### src/rtl/srr_pkg.sv
`timescale 1ns / 1ps
// Shared constants, types and helpers for the selective repeat receiver.
// Used by srr_front, srr_back, the top level and the checker.
package srr_pkg;

  localparam int SEQ_SPACE    = 16;
  localparam int WINDOW_MAX   = 8;
  localparam int PAYLOAD_BITS = 32;

  localparam int SEQ_W  = (SEQ_SPACE > 1) ? $clog2(SEQ_SPACE) : 1;
  localparam int SLOT_W = (WINDOW_MAX > 1) ? $clog2(WINDOW_MAX) : 1;
  localparam int WIN_W  = 4;
  localparam int CMP_W  = (SEQ_W > WIN_W) ? SEQ_W : WIN_W;
  localparam int HALF_SPACE = (SEQ_SPACE / 2 < 1) ? 1 : SEQ_SPACE / 2;

  localparam logic [WIN_W-1:0] WINDOW_RESET = WIN_W'(8);

  // Queue between front and back
  localparam int QUEUE_DEPTH = 2;
  localparam int QPTR_W = (QUEUE_DEPTH > 1) ? $clog2(QUEUE_DEPTH) : 1;
  localparam int QCNT_W = $clog2(QUEUE_DEPTH + 1);

  // Result kinds
  localparam logic KIND_ACK = 1'b0;
  localparam logic KIND_DLV = 1'b1;

  typedef struct packed {
    logic [SEQ_W-1:0]        seq;
    logic [PAYLOAD_BITS-1:0] payload;
  } q_item_t;

  // Window register clamped to [1, min(WINDOW_MAX, SEQ_SPACE/2)]
  function automatic logic [WIN_W-1:0] eff_window(input logic [WIN_W-1:0] raw);
    logic [WIN_W-1:0] w;
    w = raw;
    if (w == '0) w = WIN_W'(1);
    if (int'(w) > WINDOW_MAX) w = WIN_W'(WINDOW_MAX);
    if (int'(w) > HALF_SPACE) w = WIN_W'(HALF_SPACE);
    return w;
  endfunction

endpackage

### src/rtl/srr_front.sv
`timescale 1ns / 1ps
// Front end: accepts packets, drops those with a bad checksum and queues
// the good ones for the back end. Depends on srr_pkg.
module srr_front
  import srr_pkg::*;
(
  input  logic                    clk,
  input  logic                    rst_n,
  input  logic                    in_valid,
  output logic                    in_ready,
  input  logic [SEQ_W-1:0]        in_seq_num,
  input  logic [PAYLOAD_BITS-1:0] in_payload_word,
  input  logic                    in_checksum_ok,
  output logic                    q_valid,
  output q_item_t                 q_item,
  input  logic                    q_pop
);

  q_item_t            mem_r [QUEUE_DEPTH];
  logic [QPTR_W-1:0]  wr_ptr_r, wr_ptr_nxt;
  logic [QPTR_W-1:0]  rd_ptr_r, rd_ptr_nxt;
  logic [QCNT_W-1:0]  cnt_r, cnt_nxt;
  logic               push;

  // Classify: only good packets go on to the back end
  assign in_ready = (int'(cnt_r) < QUEUE_DEPTH);
  assign push     = in_valid && in_ready && in_checksum_ok;
  assign q_valid  = (cnt_r != '0);
  assign q_item   = mem_r[rd_ptr_r];

  // Pointer and count update
  always_comb begin
    wr_ptr_nxt = wr_ptr_r;
    rd_ptr_nxt = rd_ptr_r;
    cnt_nxt    = cnt_r;
    if (push) begin
      wr_ptr_nxt = (int'(wr_ptr_r) == QUEUE_DEPTH - 1) ? '0 : QPTR_W'(wr_ptr_r + 1'b1);
    end
    if (q_pop) begin
      rd_ptr_nxt = (int'(rd_ptr_r) == QUEUE_DEPTH - 1) ? '0 : QPTR_W'(rd_ptr_r + 1'b1);
    end
    if (push && !q_pop) cnt_nxt = QCNT_W'(cnt_r + 1'b1);
    else if (!push && q_pop) cnt_nxt = QCNT_W'(cnt_r - 1'b1);
  end

  always_ff @(posedge clk) begin
    if (!rst_n) begin
      wr_ptr_r <= '0;
      rd_ptr_r <= '0;
      cnt_r    <= '0;
    end else begin
      wr_ptr_r <= wr_ptr_nxt;
      rd_ptr_r <= rd_ptr_nxt;
      cnt_r    <= cnt_nxt;
    end
  end

  // Queue storage
  always_ff @(posedge clk) begin
    if (push) begin
      mem_r[wr_ptr_r].seq     <= in_seq_num;
      mem_r[wr_ptr_r].payload <= in_payload_word;
    end
  end

endmodule

### src/rtl/srr_back.sv
`timescale 1ns / 1ps
// Back end: acknowledges, buffers in-window packets in a slot ring and
// delivers the in-order run from the receive base. Depends on srr_pkg.
module srr_back
  import srr_pkg::*;
(
  input  logic                    clk,
  input  logic                    rst_n,
  input  logic                    q_valid,
  input  q_item_t                 q_item,
  output logic                    q_pop,
  input  logic                    cfg_valid,
  input  logic [WIN_W-1:0]        cfg_window_size,
  output logic                    out_valid,
  input  logic                    out_ready,
  output logic                    out_kind,
  output logic [SEQ_W-1:0]        out_ack_number,
  output logic [SEQ_W-1:0]        out_delivered_seq,
  output logic [PAYLOAD_BITS-1:0] out_delivered_payload,
  output logic                    out_last
);

  typedef enum logic {ST_ACK, ST_DLV} state_t;

  state_t                  state_r, state_nxt;
  logic [SEQ_W-1:0]        base_r, base_nxt;
  logic [SLOT_W-1:0]       head_r, head_nxt;
  logic [WINDOW_MAX-1:0]   valid_r, valid_nxt;
  logic [WIN_W-1:0]        win_r, win_nxt;
  logic [PAYLOAD_BITS-1:0] pay_r [WINDOW_MAX];

  logic                    out_valid_r, out_valid_nxt;
  logic                    kind_r, kind_nxt;
  logic [SEQ_W-1:0]        ack_r, ack_nxt;
  logic [SEQ_W-1:0]        dseq_r, dseq_nxt;
  logic [PAYLOAD_BITS-1:0] dpay_r, dpay_nxt;
  logic                    last_r, last_nxt;

  logic                    out_free;
  logic [SEQ_W:0]          diff;
  logic [SEQ_W-1:0]        offset;
  logic                    in_win;
  logic [SLOT_W:0]         idx_sum;
  logic [SLOT_W-1:0]       ins_idx;
  logic [SLOT_W-1:0]       head_p1;
  logic [SEQ_W-1:0]        base_p1;
  logic                    pay_we;
  logic                    run;
  logic                    more;

  assign out_free = !out_valid_r || out_ready;

  // Offset of the packet from the receive base, modulo the sequence space
  always_comb begin
    if (q_item.seq >= base_r) diff = {1'b0, q_item.seq} - {1'b0, base_r};
    else diff = {1'b0, q_item.seq} + (SEQ_W+1)'(SEQ_SPACE) - {1'b0, base_r};
    offset = diff[SEQ_W-1:0];
  end

  assign in_win = (CMP_W'(offset) < CMP_W'(eff_window(win_r)));

  // Slot ring index: head plus offset, wrapped once
  always_comb begin
    idx_sum = {1'b0, head_r} + (SLOT_W+1)'(offset);
    if (int'(idx_sum) >= WINDOW_MAX) idx_sum = idx_sum - (SLOT_W+1)'(WINDOW_MAX);
    ins_idx = idx_sum[SLOT_W-1:0];
  end

  assign head_p1 = (int'(head_r) == WINDOW_MAX - 1) ? '0 : SLOT_W'(head_r + 1'b1);
  assign base_p1 = (int'(base_r) == SEQ_SPACE - 1) ? '0 : SEQ_W'(base_r + 1'b1);

  // A run follows the ack if the base slot is (or becomes) filled
  assign run  = in_win && ((offset == '0) || valid_r[head_r]);
  assign more = valid_r[head_p1] && (head_p1 != head_r);

  assign pay_we = (state_r == ST_ACK) && q_valid && out_free && in_win && !valid_r[ins_idx];

  // Sequencer: one result per cycle when the output is free
  always_comb begin
    state_nxt     = state_r;
    base_nxt      = base_r;
    head_nxt      = head_r;
    valid_nxt     = valid_r;
    win_nxt       = cfg_valid ? cfg_window_size : win_r;
    out_valid_nxt = out_valid_r && !out_ready;
    kind_nxt      = kind_r;
    ack_nxt       = ack_r;
    dseq_nxt      = dseq_r;
    dpay_nxt      = dpay_r;
    last_nxt      = last_r;
    q_pop         = 1'b0;
    case (state_r)
      ST_ACK: begin
        if (q_valid && out_free) begin
          q_pop         = 1'b1;
          if (pay_we) valid_nxt[ins_idx] = 1'b1;
          out_valid_nxt = 1'b1;
          kind_nxt      = KIND_ACK;
          ack_nxt       = q_item.seq;
          dseq_nxt      = '0;
          dpay_nxt      = '0;
          last_nxt      = !run;
          state_nxt     = run ? ST_DLV : ST_ACK;
        end
      end
      ST_DLV: begin
        if (out_free) begin
          valid_nxt[head_r] = 1'b0;
          out_valid_nxt     = 1'b1;
          kind_nxt          = KIND_DLV;
          ack_nxt           = '0;
          dseq_nxt          = base_r;
          dpay_nxt          = pay_r[head_r];
          last_nxt          = !more;
          base_nxt          = base_p1;
          head_nxt          = head_p1;
          state_nxt         = more ? ST_DLV : ST_ACK;
        end
      end
      default: state_nxt = ST_ACK;
    endcase
  end

  always_ff @(posedge clk) begin
    if (!rst_n) begin
      state_r     <= ST_ACK;
      base_r      <= '0;
      head_r      <= '0;
      valid_r     <= '0;
      win_r       <= WINDOW_RESET;
      out_valid_r <= 1'b0;
      kind_r      <= KIND_ACK;
      ack_r       <= '0;
      dseq_r      <= '0;
      dpay_r      <= '0;
      last_r      <= 1'b0;
    end else begin
      state_r     <= state_nxt;
      base_r      <= base_nxt;
      head_r      <= head_nxt;
      valid_r     <= valid_nxt;
      win_r       <= win_nxt;
      out_valid_r <= out_valid_nxt;
      kind_r      <= kind_nxt;
      ack_r       <= ack_nxt;
      dseq_r      <= dseq_nxt;
      dpay_r      <= dpay_nxt;
      last_r      <= last_nxt;
    end
  end

  // Payload slots, written once per fill
  always_ff @(posedge clk) begin
    if (pay_we) pay_r[ins_idx] <= q_item.payload;
  end

  assign out_valid             = out_valid_r;
  assign out_kind              = kind_r;
  assign out_ack_number        = ack_r;
  assign out_delivered_seq     = dseq_r;
  assign out_delivered_payload = dpay_r;
  assign out_last              = last_r;

endmodule

### src/rtl/selective_repeat_receiver_unit.sv
`timescale 1ns / 1ps
// Selective repeat ARQ receiver, top level.
// Channels: in_* carries packets (sequence number, payload word, checksum
// flag); out_* carries results, each an ack (kind 0) or an in-order
// delivery (kind 1), with out_last on the final result of each packet;
// cfg_* writes the receive window width and is always ready.
// Packets with a bad checksum are taken and dropped with no result.
// Each packet passes through the two-entry queue, then its ack is
// registered in the output register. The sequencer driving the single
// output register emits one result per cycle while the output is free,
// and a packet yields its ack plus up to eight in-order deliveries.
// Reset clears the receive base, the slot valid bits, the queue and the
// output register, and sets the window to 8.
// When the receiver holds out_ready low the output register keeps its
// result, the back end waits, the queue fills and in_ready drops.
// Depends on srr_pkg, srr_front and srr_back.
module selective_repeat_receiver_unit
  import srr_pkg::*;
(
  input  logic                    clk,
  input  logic                    rst_n,
  input  logic                    in_valid,
  output logic                    in_ready,
  input  logic [SEQ_W-1:0]        in_seq_num,
  input  logic [PAYLOAD_BITS-1:0] in_payload_word,
  input  logic                    in_checksum_ok,
  input  logic                    cfg_valid,
  output logic                    cfg_ready,
  input  logic [WIN_W-1:0]        cfg_window_size,
  output logic                    out_valid,
  input  logic                    out_ready,
  output logic                    out_kind,
  output logic [SEQ_W-1:0]        out_ack_number,
  output logic [SEQ_W-1:0]        out_delivered_seq,
  output logic [PAYLOAD_BITS-1:0] out_delivered_payload,
  output logic                    out_last
);

  logic    q_valid;
  logic    q_pop;
  q_item_t q_item;

  assign cfg_ready = 1'b1;

  // Front end with the packet queue
  srr_front u_front (
    .clk             (clk),
    .rst_n           (rst_n),
    .in_valid        (in_valid),
    .in_ready        (in_ready),
    .in_seq_num      (in_seq_num),
    .in_payload_word (in_payload_word),
    .in_checksum_ok  (in_checksum_ok),
    .q_valid         (q_valid),
    .q_item          (q_item),
    .q_pop           (q_pop)
  );

  // Back end: window, slot ring and result sequencer
  srr_back u_back (
    .clk                   (clk),
    .rst_n                 (rst_n),
    .q_valid               (q_valid),
    .q_item                (q_item),
    .q_pop                 (q_pop),
    .cfg_valid             (cfg_valid),
    .cfg_window_size       (cfg_window_size),
    .out_valid             (out_valid),
    .out_ready             (out_ready),
    .out_kind              (out_kind),
    .out_ack_number        (out_ack_number),
    .out_delivered_seq     (out_delivered_seq),
    .out_delivered_payload (out_delivered_payload),
    .out_last              (out_last)
  );

endmodule

### config.mk
export PLATFORM = sky130hd
export DESIGN_NAME = selective_repeat_receiver_unit
export DESIGN_NICKNAME = d
export VERILOG_FILES = /design/src/rtl/srr_pkg.sv /design/src/rtl/srr_front.sv /design/src/rtl/srr_back.sv /design/src/rtl/selective_repeat_receiver_unit.sv
export SDC_FILE = /design/constraint.sdc
export NUM_CORES = 1
export LEC_CHECK = 0
export BUFFER_PORTS_ARGS = -buffer_cell sky130_fd_sc_hd__buf_4
export CAP_MARGIN = 40
export CORE_ASPECT_RATIO = 0.8
export CORE_MARGIN = 3
export CORE_UTILIZATION = 55
export DETAILED_ROUTE_END_ITERATION = 12
export HOLD_SLACK_MARGIN = 0.03
export PLACE_DENSITY = 0.73
export SLEW_MARGIN = 0
export SYNTH_ARGS = -nofsm -noshare
export SYNTH_HDL_FRONTEND = slang
export SYNTH_SLANG_ARGS = --single-unit
### constraint.sdc
create_clock -name clk -period 6.8 [get_ports clk]
set_input_delay 1.36 -clock clk [delete_from_list [all_inputs] [get_ports clk]]
set_output_delay 1.36 -clock clk [all_outputs]
set_load 0.01 [all_outputs]
Word-level counts from Yosys, hierarchy flattened
Memories as Yosys holds them, arrays and structs flattened. A register that Yosys moved wholly into a read port is not among the register bits.
Cells that the tools add are included.

operators by class
  equal/unequal tests = 6
  muxes and demuxes = 58
  reduce and logical (&&, ||, !) cells = 30
  magnitude comparators = 11
  $add $sub $neg = 11
  bitwise logic cells = 4

operators by type and width
  kind                                                               number
  2-to-1 mux 32 bit                                                  2
  one-hot mux 32 bit (2 select lines)                                1
  2-to-1 mux 4 bit                                                   9
  2-to-1 mux 1 bit                                                   25
  2-to-1 mux 8 bit                                                   3
  one-hot mux 4 bit (2 select lines)                                 2
  one-hot mux 8 bit (2 select lines)                                 1
  logical AND 1 bit                                                  14
  less-than comparator 3 x 4 -> 1 bit, second input constant         3
  2-to-1 mux 3 bit                                                   4
  binary-select mux 1 bit (select 3 bit)                             3
  adder 4 x 1 -> 4 bit, second input constant                        2
  bitwise AND 8 bit                                                  1
  greater-than comparator 4 bit, second input constant               2
  zero test 4 bit                                                    2
  NOT 8 bit                                                          1
  OR 8 bit                                                           1
  one-hot mux 1 bit (2 select lines)                                 4
  subtractor 4 bit                                                   2
  zero test 1 bit                                                    7
  demux 1 bit (select 3 bit)                                         2
  greater-or-equal comparator 3 x 1 -> 1 bit, second input constant  2
  adder 3 x 4 -> 4 bit                                               1
  equality test 4 x 1 -> 1 bit, second input constant                1
  19 further kinds                                                   25

word-level totals
  word-level logic and storage cells = 136
  register bits after elaboration = 67
  memories kept = 2
  output and inout port bits = 45
  memory bits (writable) = 328

memories
  memory         words  width  rd ports  clocked after Yosys merged registers in  wr ports  RTL line         RTL
  u_back.pay_r   8      32     1         1                                        1         srr_back.sv:30   logic [PAYLOAD_BITS-1:0] pay_r [WINDOW_MAX];
  u_front.mem_r  2      36     1         1                                        1         srr_front.sv:19  q_item_t mem_r [QUEUE_DEPTH];

Logic depth before layout (Yosys ltp)
Gate-level depths: netlist (run 1).

  word-level depth = 14
  depth in mapped cells = 13
  mapped depth without buffers = 12

Modules after synthesis
A second synthesis (run 1) with hierarchy kept.

second synthesis, totals
  cells, all modules = 830
  area, all modules = 15373.5 sq um

by module, submodules not included
  module                          times used  area each (sq um)  cells an instance
  srr_back                        1           12530.8            692
  srr_front                       1           2831.5             136
  selective_repeat_receiver_unit  1           11.3               2

Least setup slack after synthesis (run 1)
OpenSTA, ideal clock, no wires.

  path type = register to register
  start point = register (tool-made name)
  end point = memory u_back.pay_r[3][0] (enable)
  data arrival time = 5.106 ns
  stages on the path, launching flop included = 11
  path buffers = 2
  library setup time = 0.470 ns
  data required time = 6.330 ns
  setup slack = 1.224 ns
  path through = dfxtp_1 > buf_2 > mux2i_1 > ha_1 > inv_1 > fa_1 > fa_1 > clkbuf_1 > o22a_1 > nand4_1 > nor3b_1

RTL lines
  element           RTL line
  end: declaration  srr_back.sv:30

==> results of run 1 <==
## tightest hold or removal path, stage by stage, from the launching register on
cell and delay [ns]:
sky130_fd_sc_hd__dfxtp_1 0.31, sky130_fd_sc_hd__nand2_1 0.05, sky130_fd_sc_hd__a21oi_1 0.05
## per-layer routing
layer / wire length, um / vias up / global-route usage, % / share of wire, %
met2: 13730 / 257 / 31.53 / 47
met4: 482 / 0 / 4.473 / 1.6
met3: 1723 / 45 / 3.041 / 5.9
met5: 0 / - / 0 / 0
li1: - / 3570 / - / -
met1: 13340 / 3932 / 30.59 / 46
## sequential cells by signal, summed over array words and instances (netlist names), 2 cells and up, named ones only
name,cells
u_back.base_r,4
u_back.head_r,3
u_back.out_ack_number,4
u_back.out_delivered_payload,32
u_back.out_delivered_seq,4
u_back.pay_r,256
u_back.valid_r,8
u_back.win_r,4
u_front.cnt_r,2
u_front.mem_r,72
## cells by family after synthesis
family	count (synthesis)	share of synthesized area, %
buf+inv	60	1.652
mux	143	15.03
fa+ha+maj	13	1.161
compound gates	85	3.468
xor+xnor	9	0.5644
other cells	1	0.02451
simple gates	156	4.425
flops	399	73.67
## Yosys cell counts (2+ instances only)
master / number / area share, %
sky130_fd_sc_hd__a21oi_1: 49 / 1.6
sky130_fd_sc_hd__a31oi_1: 2 / 0.082
sky130_fd_sc_hd__and3_1: 2 / 0.082
sky130_fd_sc_hd__buf_1: 7 / 0.17
sky130_fd_sc_hd__buf_2: 10 / 0.33
sky130_fd_sc_hd__buf_4: 2 / 0.098
sky130_fd_sc_hd__clkbuf_1: 27 / 0.66
sky130_fd_sc_hd__dfxtp_1: 71 / 9.3
sky130_fd_sc_hd__edfxtp_1: 328 / 64
sky130_fd_sc_hd__fa_1: 2 / 0.26
sky130_fd_sc_hd__ha_1: 11 / 0.90
sky130_fd_sc_hd__inv_1: 12 / 0.29
sky130_fd_sc_hd__mux2_2: 34 / 2.5
sky130_fd_sc_hd__mux2i_1: 43 / 2.8
sky130_fd_sc_hd__mux4_2: 66 / 9.7
sky130_fd_sc_hd__nand2_1: 28 / 0.69
sky130_fd_sc_hd__nand2b_1: 6 / 0.25
sky130_fd_sc_hd__nand3_1: 9 / 0.29
sky130_fd_sc_hd__nor2_1: 89 / 2.2
sky130_fd_sc_hd__nor2b_1: 3 / 0.12
sky130_fd_sc_hd__nor3_1: 8 / 0.26
sky130_fd_sc_hd__nor3b_1: 2 / 0.098
sky130_fd_sc_hd__o211ai_1: 4 / 0.20
sky130_fd_sc_hd__o21a_1: 7 / 0.34
sky130_fd_sc_hd__o21ai_0: 8 / 0.26
sky130_fd_sc_hd__o221a_2: 2 / 0.15
sky130_fd_sc_hd__o41ai_1: 2 / 0.11
sky130_fd_sc_hd__or3_1: 3 / 0.12
sky130_fd_sc_hd__xnor2_1: 5 / 0.29
sky130_fd_sc_hd__xor2_1: 3 / 0.17
## worst paths after layout
kind | end | cells past startpoint | slack [ns] | start
min | u_back.out_delivered_seq[2] | 2 | 0.46 | u_back.out_delivered_seq[2]
max | u_back.pay_r[5][18] | 11 | 2.10 | register
min reg2reg | u_back.out_delivered_seq[2] | 2 | 0.46 | u_back.out_delivered_seq[2]
max reg2reg | u_back.pay_r[5][18] | 11 | 2.10 | register
## metrics by stage
| step | utilization (%) | setup WS [ns] | hold WS [ns] | instance area (um^2) | total power, uW |
|---|---|---|---|---|---|
| 4_1_cts | 66.34 | 2.066 | 0.4581 | 17770 | 6025 |
| 3_5_place_dp | 61.86 | 2.100 | 0.4498 | 16570 | 4006 |
| 2_1_floorplan | - | 1.224 | 0.4604 | 15300 | 3639 |
| 5_1_grt | 66.34 | 1.864 | 0.4905 | 17770 | 6210 |
| 3_3_place_gp | 61.19 | 2.076 | 0.4445 | 16390 | 3922 |
| 6_report | 66.34 | 2.102 | 0.4605 | 17770 | 5965 |
## area by class of cell
cell class / instances / area, um^2 / area share, %
flip-flops and latches: 399 / 11280 / 63.46
inverters: 13 / 48.80 / 0.2746
clock inverters: 12 / 106.4 / 0.5984
well taps: 357 / 446.7 / 2.513
multi-input cells: 407 / 3842 / 21.62
repair buffers: 110 / 955.9 / 5.379
clock buffers: 57 / 1094 / 6.153
## power by group
| group | switching (uW) | internal (uW) | leakage [uW] |
|---|---|---|---|
| clock network | 834 | 1190 | 0.000586 |
| logic | 549 | 324 | 0.00171 |
| registers | 92.2 | 2980 | 0.00355 |
==> impl_metrics.prom, run 1 <==
# TYPE chip_impl_metric gauge
chip_impl_info{name="outcome",value="finished clean"} 1
chip_impl_metric{name="drc_violation_count_after_routing",unit=""} 0
chip_impl_metric{name="avgRoutedWirePerCell",unit="um"} 21.61
chip_impl_metric{name="dp.final_hpwl",unit="mm"} 17.98
chip_impl_metric{name="worst_slew_pin_slew",unit="ns"} 0.7409
chip_impl_metric{name="synthesis.yosys.warnings",unit=""} 0
chip_impl_metric{name="cellPowerDensity",unit="mW/mm^2"} 335.6
chip_impl_metric{name="clock_tree.buffer_depth",unit=""} 3
chip_impl_metric{name="critical_path.n_buffers_inverters",unit=""} 2
chip_impl_metric{name="postRouteAntennaNets",unit=""} 0
chip_impl_metric{name="grt_start_max_net_pins",unit=""} 59
chip_impl_metric{name="initial_antenna_violation_count",unit=""} 0
chip_impl_metric{name="drv_cap",unit=""} 0
chip_impl_metric{name="grt_pass1_vias",unit=""} 8016
chip_impl_metric{name="numCtsBuffers",unit=""} 38
chip_impl_info{name="worstSetupPathType",value="reg2reg"} 1
chip_impl_metric{name="io_pins",unit=""} 91
chip_impl_metric{name="std_cell_rows",unit=""} 53
chip_impl_metric{name="area.growth.synth_to_final",unit="%"} 16.17
chip_impl_info{name="critical-path-top-delay-family",value="adder cells"} 1
chip_impl_metric{name="total_leakage_power",unit="uW"} 0.005843
chip_impl_metric{name="synthesized_area_divided_by_synthesized_cell_count",unit="um^2"} 17.67
chip_impl_metric{name="cts.clk_slew.worst_paths",unit="ns"} 0.06
chip_impl_info{name="yosys_most_used_dff",value="sky130_fd_sc_hd__edfxtp_1"} 1
chip_impl_metric{name="worstSkewPairLatency",unit="ns"} 0.51
chip_impl_metric{name="ys_async_sr_fraction",unit="%"} 0
chip_impl_metric{name="period_utilization",unit="%"} 69.09
chip_impl_metric{name="viasPerCell",unit=""} 5.759
chip_impl_metric{name="dieHeight",unit="um"} 155.2
chip_impl_metric{name="final-max-slew-violation-count",unit=""} 0
chip_impl_metric{name="postCtsSetupRepairBufs",unit=""} 0
chip_impl_metric{name="drt_wl_total",unit="mm"} 29.28
chip_impl_info{name="tritoncts",value="yes"} 1
chip_impl_metric{name="postCtsHoldBufs",unit=""} 0
chip_impl_metric{name="critPathMaxFanout",unit=""} 18
chip_impl_metric{name="diodes",unit=""} 0
chip_impl_metric{name="max_slew_margin",unit="%"} 50.61
chip_impl_info{name="startpoint_type",value="register"} 1
chip_impl_metric{name="post_synth_instance_area",unit="mm^2"} 0.01530
chip_impl_metric{name="timing.final.hold_violations",unit=""} 0
chip_impl_metric{name="grt.overflow.total",unit=""} 0
chip_impl_metric{name="die_w",unit="um"} 192.5
chip_impl_metric{name="synth.net_count",unit=""} 925
chip_impl_metric{name="totalNegativeSetupSlack",unit="ns"} 0
chip_impl_metric{name="clock_skew",unit="ns"} 0.01533
chip_impl_info{name="mostFrequentLayoutCell",value="sky130_fd_sc_hd__edfxtp_1"} 1
chip_impl_metric{name="synth_seq_cells",unit=""} 399
chip_impl_metric{name="timing.critical_path.slowest_cell_delay",unit="ns"} 0.71
chip_impl_metric{name="layout_min_cycle_time",unit="ns"} 4.698
chip_impl_metric{name="effective_utilization_at_floorplan",unit="%"} 57.10
chip_impl_metric{name="synth_edf_count",unit=""} 328
chip_impl_metric{name="final.fill_count",unit=""} 1833
chip_impl_metric{name="crit_required",unit="ns"} 7.01
chip_impl_metric{name="buffer_ports.inserted",unit=""} 89
chip_impl_metric{name="setup-violations-final",unit=""} 0
chip_impl_metric{name="worst_ir_drop_vdd",unit="V"} 0.0002084
chip_impl_metric{name="cts_repair_resize_count",unit=""} 0
chip_impl_info{name="hp-class",value="reg2reg"} 1
chip_impl_metric{name="critical_path_arrival",unit="ns"} 4.91
chip_impl_info{name="worst_setup_path_end_kind",value="register"} 1
chip_impl_info{name="crit_slowest_cell",value="sky130_fd_sc_hd__dfxtp_2"} 1
chip_impl_metric{name="achievable-frequency",unit="MHz"} 212.9
chip_impl_metric{name="cts.sinks",unit=""} 399
chip_impl_metric{name="cts_htree_levels",unit=""} 2
chip_impl_metric{name="placedCellCount",unit=""} 1286
chip_impl_metric{name="count_of_unique_library_cells_instantiated_by_yosys",unit=""} 51
chip_impl_metric{name="share_of_final_layout_standard_cells_stronger_than_drive_strength_1",unit="%"} 28.46
chip_impl_info{name="layout_common_cells",value="328 x sky130_fd_sc_hd__edfxtp_1, 102 x sky130_fd_sc_hd__buf_4, 84 x sky130_fd_sc_hd__nor2_1"} 1
chip_impl_metric{name="num_vias",unit=""} 7804
chip_impl_metric{name="floorplan_die_area",unit="mm^2"} 0.02986
chip_impl_metric{name="finish.net_count",unit=""} 1028
chip_impl_info{name="crit_path_cell_trace",value="mux2i_1, ha_1, inv_1, fa_1, fa_1, xor2_1, xnor2_1, mux2i_1, nand4_2, nor2_4, buf_16"} 1
chip_impl_metric{name="drt-initial-drc-count",unit=""} 695
chip_impl_metric{name="grt_util_all_layers",unit="%"} 20.14
chip_impl_metric{name="grt_pass1_wl",unit="mm"} 46.34
chip_impl_info{name="grt_setup_unrepaired",value="false"} 1
chip_impl_info{name="cts.root.buffer_cell",value="sky130_fd_sc_hd__clkbuf_16"} 1
chip_impl_metric{name="final_cells",unit=""} 1355
chip_impl_metric{name="netlist_instances",unit=""} 866
chip_impl_metric{name="ys_seq_area_share",unit="%"} 73.67
chip_impl_metric{name="drtPass1Iterations",unit=""} 5
chip_impl_metric{name="gp_congestion",unit=""} 0.8001
chip_impl_metric{name="core",unit="mm^2"} 0.02679
(Power assumes the default switching activity.)
==> run 2, diff against run 1 <==
Clock period 6.8 ns to 4.7 ns, I/O delays scaled along.
==> impl_metrics.prom, run 2 (same netlist as run 1, synthesis figures left out) <==
# TYPE chip_impl_metric gauge
chip_impl_metric{name="buffer_ports.inserted",unit=""} 89
chip_impl_metric{name="final.fill_count",unit=""} 1851
chip_impl_info{name="worstSetupPathType",value="reg2reg"} 1
chip_impl_metric{name="comb_power_share",unit="%"} 15.4
chip_impl_metric{name="crit_required",unit="ns"} 4.91
chip_impl_metric{name="timing.final.hold_violations",unit=""} 0
chip_impl_metric{name="drv_cap",unit=""} 0
chip_impl_metric{name="avgRoutedWirePerCell",unit="um"} 22.37
chip_impl_info{name="hp-class",value="reg2reg"} 1
chip_impl_metric{name="ff2ff_path_depth",unit=""} 11
chip_impl_metric{name="timing.critical_path.slowest_cell_delay",unit="ns"} 0.51
chip_impl_metric{name="max_slew_margin",unit="%"} 43.67
chip_impl_metric{name="share_of_final_layout_standard_cells_stronger_than_drive_strength_1",unit="%"} 29.20
chip_impl_metric{name="critPathMaxFanout",unit=""} 14
chip_impl_metric{name="viasPerCell",unit=""} 5.787
chip_impl_metric{name="total_leakage_power",unit="uW"} 0.005874
chip_impl_info{name="outcome",value="finished clean"} 1
chip_impl_metric{name="cts_htree_levels",unit=""} 2
chip_impl_metric{name="r2r_setup_slack",unit="ns"} 0.57
chip_impl_metric{name="worst_slew_pin_slew",unit="ns"} 0.8449
chip_impl_metric{name="critical_path_arrival",unit="ns"} 4.34
chip_impl_metric{name="placedCellCount",unit=""} 1296
chip_impl_metric{name="cts_repair_resize_count",unit=""} 0
chip_impl_metric{name="cellPowerDensity",unit="mW/mm^2"} 487.1
chip_impl_metric{name="drtPass1Iterations",unit=""} 5
chip_impl_metric{name="switching_share",unit="%"} 25.10
chip_impl_metric{name="drt_wl_total",unit="mm"} 30.52
chip_impl_metric{name="io_pins",unit=""} 91
chip_impl_info{name="timing.critical_path.to",value="u_back.pay_r[6][13]"} 1
chip_impl_metric{name="period_utilization",unit="%"} 87.80
chip_impl_metric{name="finish.net_count",unit=""} 1038
chip_impl_metric{name="internal-power",unit="uW"} 6485
chip_impl_info{name="grt_setup_unrepaired",value="false"} 1
chip_impl_metric{name="worst_ir_drop_vdd",unit="V"} 0.0002724
chip_impl_metric{name="floorplan_die_area",unit="mm^2"} 0.02986
chip_impl_metric{name="grt_util_all_layers",unit="%"} 21.00
chip_impl_info{name="tritoncts",value="yes"} 1
chip_impl_metric{name="grt_start_max_net_pins",unit=""} 37
chip_impl_metric{name="area.growth.synth_to_final",unit="%"} 16.18
chip_impl_metric{name="drc_violation_count_after_routing",unit=""} 0
chip_impl_metric{name="worstSkewPairLatency",unit="ns"} 0.52
chip_impl_metric{name="clock_skew",unit="ns"} 0.02352
chip_impl_metric{name="post_placement_cell_area",unit="mm^2"} 0.01659
chip_impl_metric{name="setup-violations-final",unit=""} 0
chip_impl_info{name="top_register",value="u_back.pay_r"} 1
chip_impl_info{name="mostFrequentLayoutCell",value="sky130_fd_sc_hd__edfxtp_1"} 1
chip_impl_metric{name="drt-initial-drc-count",unit=""} 717
chip_impl_metric{name="postRouteAntennaNets",unit=""} 0
chip_impl_metric{name="num_vias",unit=""} 7894
chip_impl_info{name="startpoint_type",value="register"} 1
chip_impl_metric{name="die_w",unit="um"} 192.5
chip_impl_metric{name="layout_min_cycle_time",unit="ns"} 4.126
chip_impl_metric{name="cts.sinks",unit=""} 399
chip_impl_metric{name="final_cells",unit=""} 1364
chip_impl_metric{name="switchingPower",unit="uW"} 2173
chip_impl_metric{name="numCtsBuffers",unit=""} 38
chip_impl_metric{name="cts.clk_slew.worst_paths",unit="ns"} 0.06
chip_impl_info{name="layout_common_cells",value="328 x sky130_fd_sc_hd__edfxtp_1, 117 x sky130_fd_sc_hd__buf_4, 84 x sky130_fd_sc_hd__nor2_1"} 1
chip_impl_metric{name="gp_congestion",unit=""} 0.8775
chip_impl_metric{name="dp.final_hpwl",unit="mm"} 19.47
chip_impl_metric{name="grt_pass1_wl",unit="mm"} 47.65
chip_impl_metric{name="effective_utilization_at_floorplan",unit="%"} 57.10
chip_impl_info{name="crit_slowest_cell",value="sky130_fd_sc_hd__fa_1"} 1
chip_impl_metric{name="grt_pass1_vias",unit=""} 8212
chip_impl_metric{name="postCtsSetupRepairBufs",unit=""} 0
chip_impl_metric{name="diodes",unit=""} 0
chip_impl_metric{name="power.share.clock",unit="%"} 33.7
chip_impl_metric{name="postCtsHoldBufs",unit=""} 0
chip_impl_info{name="worst_setup_path_end_kind",value="register"} 1
chip_impl_metric{name="achievable-frequency",unit="MHz"} 242.3
chip_impl_metric{name="core",unit="mm^2"} 0.02679
chip_impl_metric{name="power_frac_seq",unit="%"} 50.9
chip_impl_metric{name="clock_tree.buffer_depth",unit=""} 3
chip_impl_metric{name="hold-path-cell-count",unit=""} 2
chip_impl_info{name="crit_path_cell_trace",value="mux2i_1, ha_1, inv_1, fa_1, fa_1, xor2_1, xnor2_1, mux2i_1, nand4_2, nor2_4, buf_4"} 1
chip_impl_metric{name="dieHeight",unit="um"} 155.2
chip_impl_metric{name="initial_antenna_violation_count",unit=""} 0
chip_impl_info{name="reg_to_reg_endpoint",value="u_back.pay_r[6][13]"} 1
chip_impl_metric{name="totalNegativeSetupSlack",unit="ns"} 0
chip_impl_info{name="cts.root.buffer_cell",value="sky130_fd_sc_hd__clkbuf_16"} 1
chip_impl_metric{name="grt.overflow.total",unit=""} 0
chip_impl_metric{name="largest_register_ffs",unit=""} 256
chip_impl_metric{name="std_cell_rows",unit=""} 53
chip_impl_metric{name="finish.instance_area",unit="mm^2"} 0.01777
chip_impl_metric{name="final-max-slew-violation-count",unit=""} 0
==> run 2: cell type report <==
type	instances	area, um^2	area share, %
flip-flops and latches	399	11280	63.46
multi-input cells	407	3861	21.72
clock buffers	54	1031	5.801
repair buffers	120	953.4	5.364
well taps	357	446.7	2.513
clock inverters	14	153.9	0.8659
inverters	13	48.80	0.2746
==> run 2: worst min path at each step <==
stage / start / end
floorplan: u_back.win_r[0] / u_back.win_r[0]
global placement: u_back.out_ack_number[2] / u_back.out_ack_number[2]
detailed placement: u_back.out_ack_number[1] / u_back.out_ack_number[1]
CTS: u_back.out_ack_number[1] / u_back.out_ack_number[1]
global route: u_back.out_ack_number[1] / u_back.out_ack_number[1]
finish: u_back.out_ack_number[1] / u_back.out_ack_number[1]
==> run 2: worst max-delay path, delay by kind of cell (launching register included) <==
kind	cells	cell delay, ns
adder cells (fa/ha/maj)	3	1.14
AND/OR/NAND/NOR	2	0.81
multiplexers	2	0.59
XOR/XNOR	2	0.55
flip-flops	1	0.36
buffers and inverters	2	0.36
==> run 2: power by group through the flow <==
stage / combinational [uW] / sequential [uW] / clock [uW]
floorplan: 809 / 4460 / 0
finish: 1330 / 4410 / 2920
CTS: 1340 / 4410 / 2970
detailed placement: 1340 / 4480 / 0
global route: 1450 / 4430 / 3120
global placement: 1270 / 4470 / 0
==> run 2: layer usage <==
metal  wire length (um)  track usage, %  up-vias
met3               1445           2.996       36
met2              14560           33.23      224
met5                  0               0        -
met4                461           4.958        0
li1                   -               -     3584
met1              14060           31.53     4050
==> run 2: stage by stage <==
| stage | worst slack [ns] | power (uW) | hold slack, ns | utilization (%) |
|---|---|---|---|---|
| final | 0.5735 | 8657 | 0.4725 | 66.34 |
| after detailed placement | 0.5592 | 5820 | 0.4633 | 61.92 |
| after CTS | 0.5241 | 8725 | 0.4716 | 66.34 |
| after global routing | 0.2285 | 8999 | 0.4932 | 66.34 |
| after floorplan | 0.0009099 | 5266 | 0.4604 | - |
| after global placement | 0.6435 | 5740 | 0.4574 | 61.64 |
